### config.mk
export PLATFORM = sky130hd
export DESIGN_NAME = debounced_hit_event_fifo_core
export DESIGN_NICKNAME = d
export VERILOG_FILES = /design/src/design/dhef_pkg.sv /design/src/design/debounced_hit_event_fifo_core.sv
export SDC_FILE = /design/constraint.sdc
export NUM_CORES = 1
export LEC_CHECK = 0
export BUFFER_PORTS_ARGS = -buffer_cell sky130_fd_sc_hd__buf_2
export CAP_MARGIN = 0
export CORE_UTILIZATION = 55
export DETAILED_ROUTE_END_ITERATION = 6
export HOLD_SLACK_MARGIN = 0.15
export PLACE_DENSITY_LB_ADDON = 0.05
export SYNTH_ARGS = -nofsm -noshare
export SYNTH_HDL_FRONTEND = slang
export SYNTH_SLANG_ARGS = --single-unit
### constraint.sdc
create_clock -name clk -period 8.97 [get_ports clk]
set_input_delay 1.3455 -clock clk [delete_from_list [all_inputs] [get_ports clk]]
set_output_delay 1.3455 -clock clk [all_outputs]
set_load 0.02 [all_outputs]
### src/design/dhef_pkg.sv
package dhef_pkg;

	// Field widths
	localparam int unsigned TIME_W = 32;
	localparam int unsigned SEQ_W  = 16;
	localparam int unsigned DEB_W  = 12;
	localparam int unsigned WIN_W  = 22;   // holds 4095 * 1000

	// Debounce time scaling and reset values
	localparam logic [9:0]       US_PER_MS      = 10'd1000;
	localparam logic [DEB_W-1:0] DEBOUNCE_RESET = 12'd50;
	localparam logic [SEQ_W-1:0] SEQ_RESET      = 16'd1;

	// Input kind carried on tuser
	localparam logic MODE_EDGE = 1'b0;
	localparam logic MODE_POP  = 1'b1;

	// Result status carried on tuser
	typedef enum logic [2:0] {
		ST_DEBOUNCED    = 3'd0,
		ST_QUEUED       = 3'd1,
		ST_DROPPED_FULL = 3'd2,
		ST_POP_EMPTY    = 3'd3,
		ST_POP_EVENT    = 3'd4
	} status_t;

endpackage

### src/design/debounced_hit_event_fifo_core.sv
// Debounced hit event queue. Each input transfer is either a receiver edge
// (tuser = 0) or a pop request (tuser = 1), and each gives exactly one result
// transfer. An edge closer than debounce_ms * 1000 us to the last accepted edge
// (32-bit wrapping distance on now_us) is ignored; an accepted edge takes the
// next 16-bit sequence number (first is 1) and is queued with its now_ms time
// in a ring of QUEUE_DEPTH slots that keeps one slot free, so it holds at most
// QUEUE_DEPTH-1 hits. When full the hit is dropped, but its sequence number is
// still used. The synchronous ring memory is read at the accepting edge; the
// item then executes once the result register is free or being taken, which
// updates the pointers, writes back and loads the result register. One item
// is in flight at a time, so a new item is not accepted until the last one has
// executed. The result register lets the next item be accepted while a finished
// result waits to be taken. debounce_ms may be written only while no item is
// in flight.
module debounced_hit_event_fifo_core #(
	parameter int unsigned QUEUE_DEPTH = 8
) (
	input  logic                        clk,
	input  logic                        arst_n,
	// Configuration
	input  logic                        cfg_we,
	input  logic [dhef_pkg::DEB_W-1:0]  cfg_wdata,     // debounce_ms
	// Input stream
	input  logic                        s_axis_tvalid,
	output logic                        s_axis_tready,
	input  logic [63:0]                 s_axis_tdata,  // [31:0] now_us, [63:32] now_ms
	input  logic                        s_axis_tuser,  // [0] mode
	// Result stream
	output logic                        m_axis_tvalid,
	input  logic                        m_axis_tready,
	output logic [47:0]                 m_axis_tdata,  // [31:0] event_time_ms, [47:32] event_seq
	output logic [2:0]                  m_axis_tuser   // [2:0] status
);

	localparam int unsigned PTR_W   = $clog2(QUEUE_DEPTH);
	localparam int unsigned ENTRY_W = dhef_pkg::TIME_W + dhef_pkg::SEQ_W;
	localparam logic [PTR_W-1:0] PTR_LAST = PTR_W'(QUEUE_DEPTH - 1);

	// Ring storage: {seq, time_ms}
	logic [ENTRY_W-1:0] ring_mem [QUEUE_DEPTH];

	// Control state
	logic                          busy_q;
	logic                          out_valid_q;
	logic [PTR_W-1:0]              rd_ptr_q;
	logic [PTR_W-1:0]              wr_ptr_q;
	logic [dhef_pkg::TIME_W-1:0]   last_edge_q;
	logic [dhef_pkg::SEQ_W-1:0]    next_seq_q;
	logic [dhef_pkg::WIN_W-1:0]    window_q;

	// Item held while the ring read completes
	logic                          mode_s1;
	logic [dhef_pkg::TIME_W-1:0]   now_us_s1;
	logic [dhef_pkg::TIME_W-1:0]   now_ms_s1;
	logic [ENTRY_W-1:0]            rd_data_s1;

	// Result register
	dhef_pkg::status_t             out_status_q;
	logic [dhef_pkg::TIME_W-1:0]   out_time_q;
	logic [dhef_pkg::SEQ_W-1:0]    out_seq_q;

	// Execute stage signals
	logic                          in_xfer;
	logic                          exec_fire;
	logic [dhef_pkg::TIME_W-1:0]   edge_dist;
	logic                          too_soon;
	logic [PTR_W-1:0]              wr_next;
	logic [PTR_W-1:0]              rd_next;
	logic                          ring_full;
	logic                          ring_empty;
	logic                          do_edge;
	logic                          do_push;
	logic                          do_pop;
	dhef_pkg::status_t             status_c;
	logic [dhef_pkg::TIME_W-1:0]   time_c;
	logic [dhef_pkg::SEQ_W-1:0]    seq_c;

	assign s_axis_tready = !busy_q;
	assign in_xfer       = s_axis_tvalid && s_axis_tready;
	assign exec_fire     = busy_q && (!out_valid_q || m_axis_tready);

	assign m_axis_tvalid = out_valid_q;
	assign m_axis_tdata  = {out_seq_q, out_time_q};
	assign m_axis_tuser  = out_status_q;

	// Ring pointer arithmetic and debounce check
	assign edge_dist  = now_us_s1 - last_edge_q;
	assign too_soon   = edge_dist < {{(dhef_pkg::TIME_W - dhef_pkg::WIN_W){1'b0}}, window_q};
	assign wr_next    = (wr_ptr_q == PTR_LAST) ? '0 : wr_ptr_q + 1'b1;
	assign rd_next    = (rd_ptr_q == PTR_LAST) ? '0 : rd_ptr_q + 1'b1;
	assign ring_full  = (wr_next == rd_ptr_q);
	assign ring_empty = (rd_ptr_q == wr_ptr_q);

	// Decide the outcome of the item in flight
	always_comb begin
		do_edge  = 1'b0;
		do_push  = 1'b0;
		do_pop   = 1'b0;
		status_c = dhef_pkg::ST_DEBOUNCED;
		time_c   = '0;
		seq_c    = '0;
		if (mode_s1 == dhef_pkg::MODE_EDGE) begin
			if (!too_soon) begin
				do_edge = 1'b1;
				seq_c   = next_seq_q;
				if (ring_full) begin
					status_c = dhef_pkg::ST_DROPPED_FULL;
				end else begin
					do_push  = 1'b1;
					status_c = dhef_pkg::ST_QUEUED;
				end
			end
		end else begin
			if (ring_empty) begin
				status_c = dhef_pkg::ST_POP_EMPTY;
			end else begin
				do_pop   = 1'b1;
				status_c = dhef_pkg::ST_POP_EVENT;
				time_c   = rd_data_s1[dhef_pkg::TIME_W-1:0];
				seq_c    = rd_data_s1[ENTRY_W-1:dhef_pkg::TIME_W];
			end
		end
	end

	// Control state
	always_ff @(posedge clk or negedge arst_n) begin
		if (!arst_n) begin
			busy_q      <= 1'b0;
			out_valid_q <= 1'b0;
			rd_ptr_q    <= '0;
			wr_ptr_q    <= '0;
			last_edge_q <= '0;
			next_seq_q  <= dhef_pkg::SEQ_RESET;
			window_q    <= dhef_pkg::WIN_W'(dhef_pkg::DEBOUNCE_RESET)
				* dhef_pkg::WIN_W'(dhef_pkg::US_PER_MS);
		end else begin
			if (cfg_we) begin
				window_q <= dhef_pkg::WIN_W'(cfg_wdata) * dhef_pkg::WIN_W'(dhef_pkg::US_PER_MS);
			end
			if (in_xfer) begin
				busy_q <= 1'b1;
			end else if (exec_fire) begin
				busy_q <= 1'b0;
			end
			if (exec_fire) begin
				out_valid_q <= 1'b1;
			end else if (m_axis_tready) begin
				out_valid_q <= 1'b0;
			end
			if (exec_fire && do_edge) begin
				last_edge_q <= now_us_s1;
				next_seq_q  <= next_seq_q + 1'b1;
			end
			if (exec_fire && do_push) begin
				wr_ptr_q <= wr_next;
			end
			if (exec_fire && do_pop) begin
				rd_ptr_q <= rd_next;
			end
		end
	end

	// Capture item and read the oldest entry
	always_ff @(posedge clk) begin
		if (in_xfer) begin
			mode_s1    <= s_axis_tuser;
			now_us_s1  <= s_axis_tdata[31:0];
			now_ms_s1  <= s_axis_tdata[63:32];
			rd_data_s1 <= ring_mem[rd_ptr_q];
		end
	end

	// Ring write-back
	always_ff @(posedge clk) begin
		if (exec_fire && do_push) begin
			ring_mem[wr_ptr_q] <= {next_seq_q, now_ms_s1};
		end
	end

	// Result register
	always_ff @(posedge clk) begin
		if (exec_fire) begin
			out_status_q <= status_c;
			out_time_q   <= time_c;
			out_seq_q    <= seq_c;
		end
	end

	// Checks
	a_accept_busy: assert property (@(posedge clk) disable iff (!arst_n)
		in_xfer |=> busy_q)
		else $error("item accepted but execute stage not busy");

	a_ptr_range: assert property (@(posedge clk) disable iff (!arst_n)
		(rd_ptr_q <= PTR_LAST) && (wr_ptr_q <= PTR_LAST))
		else $error("ring pointer out of range");

	a_pop_advances: assert property (@(posedge clk) disable iff (!arst_n)
		(exec_fire && status_c == dhef_pkg::ST_POP_EVENT) |=> (rd_ptr_q != $past(rd_ptr_q)))
		else $error("pop returned an event without advancing read pointer");

	a_seq_on_edge: assert property (@(posedge clk) disable iff (!arst_n)
		(exec_fire && (status_c == dhef_pkg::ST_QUEUED || status_c == dhef_pkg::ST_DROPPED_FULL))
		|=> (next_seq_q == $past(next_seq_q) + 1'b1))
		else $error("accepted edge did not consume a sequence number");

endmodule

==> results.cfg <==
[run_status]
status = completed

[floorplan]
initial_utilization_pct = 56.0
die_w_um = 223
chipHeight_um = 223
coreArea_um2 = 47900
die_area_um2 = 49700
ioPinCount = 135
rows = 80

[setup_path]
crit_arrival_ns = 6.55
crit_type = register to register
max_stage_delay_ns = 1.05
cp_max_fo = 32
crit_path_start_kind = register
rr_worst_depth = 22
crit_chain = ha_1 -> a211oi_1 -> o2bb2ai_1 -> a31oi_4 -> nor3b_1 -> nor2_1 -> nor2b_1 -> o21a_1 -> nor2_1 -> xnor2_1 -> ha_1 -> nand3_1 -> a2111oi_0 -> nor3_1 -> o31a_1 -> o2111a_1 -> nand4_1 -> nor4_4 -> buf_4 -> nor2_1 -> and4b_2 -> buf_4
cpMostUsedCell = nor2_1
worstSetupEndpointType = register
worstPathRequired_ns = 9.26
slowest_stage = and4b_2

[finish]
syn2layout_area_growth_pct = 13.7
n_fill_cell = 3429
drive_above_1_share_pct = 27.5
antenna_cells = 0
final_cell_area_um2 = 30500
nets = 1890

[detailed_routing]
routed_wl_um = 52100
drc = 0
vias_per_cell = 5.76
vias = 13500
drtIter0Drc = 918
drt-pass1-iter-count = 5
wire_per_inst_um = 22.3
detail-route-antenna-nets = 0

[place]
gp_congestion = 0.832
dp_hpwl_um = 31300
postPlaceCellArea_um2 = 28300
portBuffers = 134

[synth]
synth_flop_cell = edfxtp_1
syn_area_um2 = 26800
synth.most_common_cell = edfxtp_1
synth_edf_count = 548
ys_warn_count = 0
syn_avg_cell_area_um2 = 17.9
synthArstFlopShare_pct = 12.0
synthCells = 1502
ys_types = 73
synth_top_area_cell = edfxtp_1
yosysSeqAreaShare_pct = 68.3
synthTopCellsByCount = edfxtp_1, ha_1, mux4_2
ys_ff_latch = 623
synth_top_area_share_pct = 61.3
syn-num-nets = 1720
synth_area_leaders = edfxtp_1, mux4_2, dfrtp_1

[power_and_ir_drop]
p_leak_nw = 11.4
switching_power_mw = 3.42
ir_drop_v = 0.000213
power_mw = 10.6
power.internal_mw = 7.20
combPwrFrac_pct = 34.2
p_sw_share_pct = 32.2
power_density_nw_per_um2 = 348
p_seq_share_pct = 39.9
clkPwrFrac_pct = 25.9

[cts]
clock_latency_ns = 0.64
cts_resized = 0
cts.clk_slew.worst_paths_ns = 0.06
cts_tree = built
cts_buffer_depth = 3
hold_buffers = 0
clock_sinks = 623
htreeDepth = 2
root_buffer = clkbuf_16
post_cts_buffers = 0
cts-buffers-inserted = 61

[timing]
maxSlewHeadroom_pct = 29.2
period_needed_ns = 6.26
slew_viol_final = 0
final-hold-violation-count = 0
rsz0062_at_grt = no
setup_viol = 0
fin_worst_skew_ns = 0.0342
tns_ns = 0
clock.fmax_mhz = 160
finalCritPeriodShare_pct = 69.8
worst_pin_slew_ns = 1.06

[grt]
grt_overflow = 0
grt_first_pass_wirelength_um = 81700
grt_pass1_vias = 14000
grt_usage_pct = 21.7
antenna_found_initial = 1
grt_max_degree = 63

[min_path]
holdPathStages = 1
hold_path.class = register to register

[job]
drv_cap = 0
-- routing by layer --
metal	vias to the layer above	wire (µm)	track usage [%]
met5	-	0	0
met4	0	1040	6.03
met3	74	2330	3.15
met2	289	25000	34.7
met1	6929	23700	31.6
li1	6187	-	-
-- final cells by class --
class / count / area [µm²] / share of cell area [%]
tap: 615 / 769 / 2.52
clock buffer: 76 / 1630 / 5.35
sequential: 623 / 18400 / 60.1
inverter: 91 / 342 / 1.12
timing repair buffer: 158 / 853 / 2.79
clock inverter: 39 / 573 / 1.88
multi-input combinational: 737 / 8010 / 26.2
-- path summary, 6_finish.rpt --
path,endpoint,startpoint,slack [ns]
worst max-delay path,ring_mem[5][27]$_DFFE_PP_,now_us_s1[5]$_DFFE_PP_,2.71
worst min-delay path,last_edge_q[0]$_DFFE_PN0P_,last_edge_q[0]$_DFFE_PN0P_,0.50
worst max register to register,ring_mem[5][27]$_DFFE_PP_,now_us_s1[5]$_DFFE_PP_,2.71
worst min register to register,last_edge_q[0]$_DFFE_PN0P_,last_edge_q[0]$_DFFE_PN0P_,0.50
max in group asynchronous,rd_ptr_q[1]$_DFFE_PN0P_,arst_n,7.27
min in group asynchronous,last_edge_q[7]$_DFFE_PN0P_,arst_n,0.66
-- placed cells by master (no fill, tap or decap), types with 8 or more instances in the layout --
master,netlist,layout
fa_1,38,38
a22o_1,16,16
clkbuf_1,33,11
inv_1,91,90
nand3_1,26,26
nor2_1,36,36
a21oi_1,40,40
buf_4,1,25
xnor2_1,33,33
nor3_1,15,15
o21bai_1,8,8
dfrtp_1,68,65
edfxtp_1,548,548
mux4_2,96,96
and3_1,42,41
mux2_4,29,29
mux2_2,60,60
xor2_1,25,25
bufinv_16,0,12
nand4_1,8,8
nand2_1,39,39
clkbuf_16,0,62
buf_2,2,133
o21ai_0,27,27
ha_1,98,98
-- power by group through the flow --
stage / registers [mW] / logic [mW] / clock network, mW
after floorplan: 4.27 / 2.70 / 0
after global placement: 4.28 / 3.62 / 0
after detailed placement: 4.30 / 3.65 / 0
after CTS: 4.25 / 3.68 / 2.81
after global routing: 4.30 / 4.02 / 2.90
final: 4.24 / 3.63 / 2.75
-- cell families after synthesis --
family | count (synthesis) | share of synthesized area (%)
xor gates and xnor gates | 58 | 1.89
DFF | 623 | 68.3
muxes | 189 | 12.3
adders and majority gates | 136 | 7.40
and+or+nand+nor | 208 | 4.19
AOI/OAI and AO/OA | 146 | 3.72
buffers and inverters | 142 | 2.12
-- critical path, delay by kind of cell, from the launching register on --
| kind | cells | cell delay (ns) |
|---|---|---|
| flops | 1 | 0.39 |
| xor+xnor | 1 | 0.08 |
| fa+ha+maj | 2 | 0.64 |
| buf+inv | 2 | 0.68 |
| simple gates | 10 | 2.37 |
| compound gates | 7 | 1.74 |
-- state kept, by name, indices dropped and copies added, names as in the netlist, 16 cells and up --
register     count
window_q        19
now_us_s1       32
rd_data_s1      48
ring_mem       384
out_time_q      32
next_seq_q      16
last_edge_q     32
now_ms_s1       32
out_seq_q       16
-- through the flow --
| step | cells | hold WS, ns | setup slack, ns | util (%) |
|---|---|---|---|---|
| floorplan | 1502 | 0.473 | 0.0679 | - |
| global placement | 2224 | 0.486 | 2.89 | 59.1 |
| CTS | 2339 | 0.496 | 2.70 | 63.7 |
| global route | 2339 | 0.520 | 2.19 | 63.7 |
| finish | 2339 | 0.503 | 2.71 | 63.7 |
| detailed placement | 2224 | 0.489 | 2.71 | 59.1 |
Power figures use the tool's default switching activity.
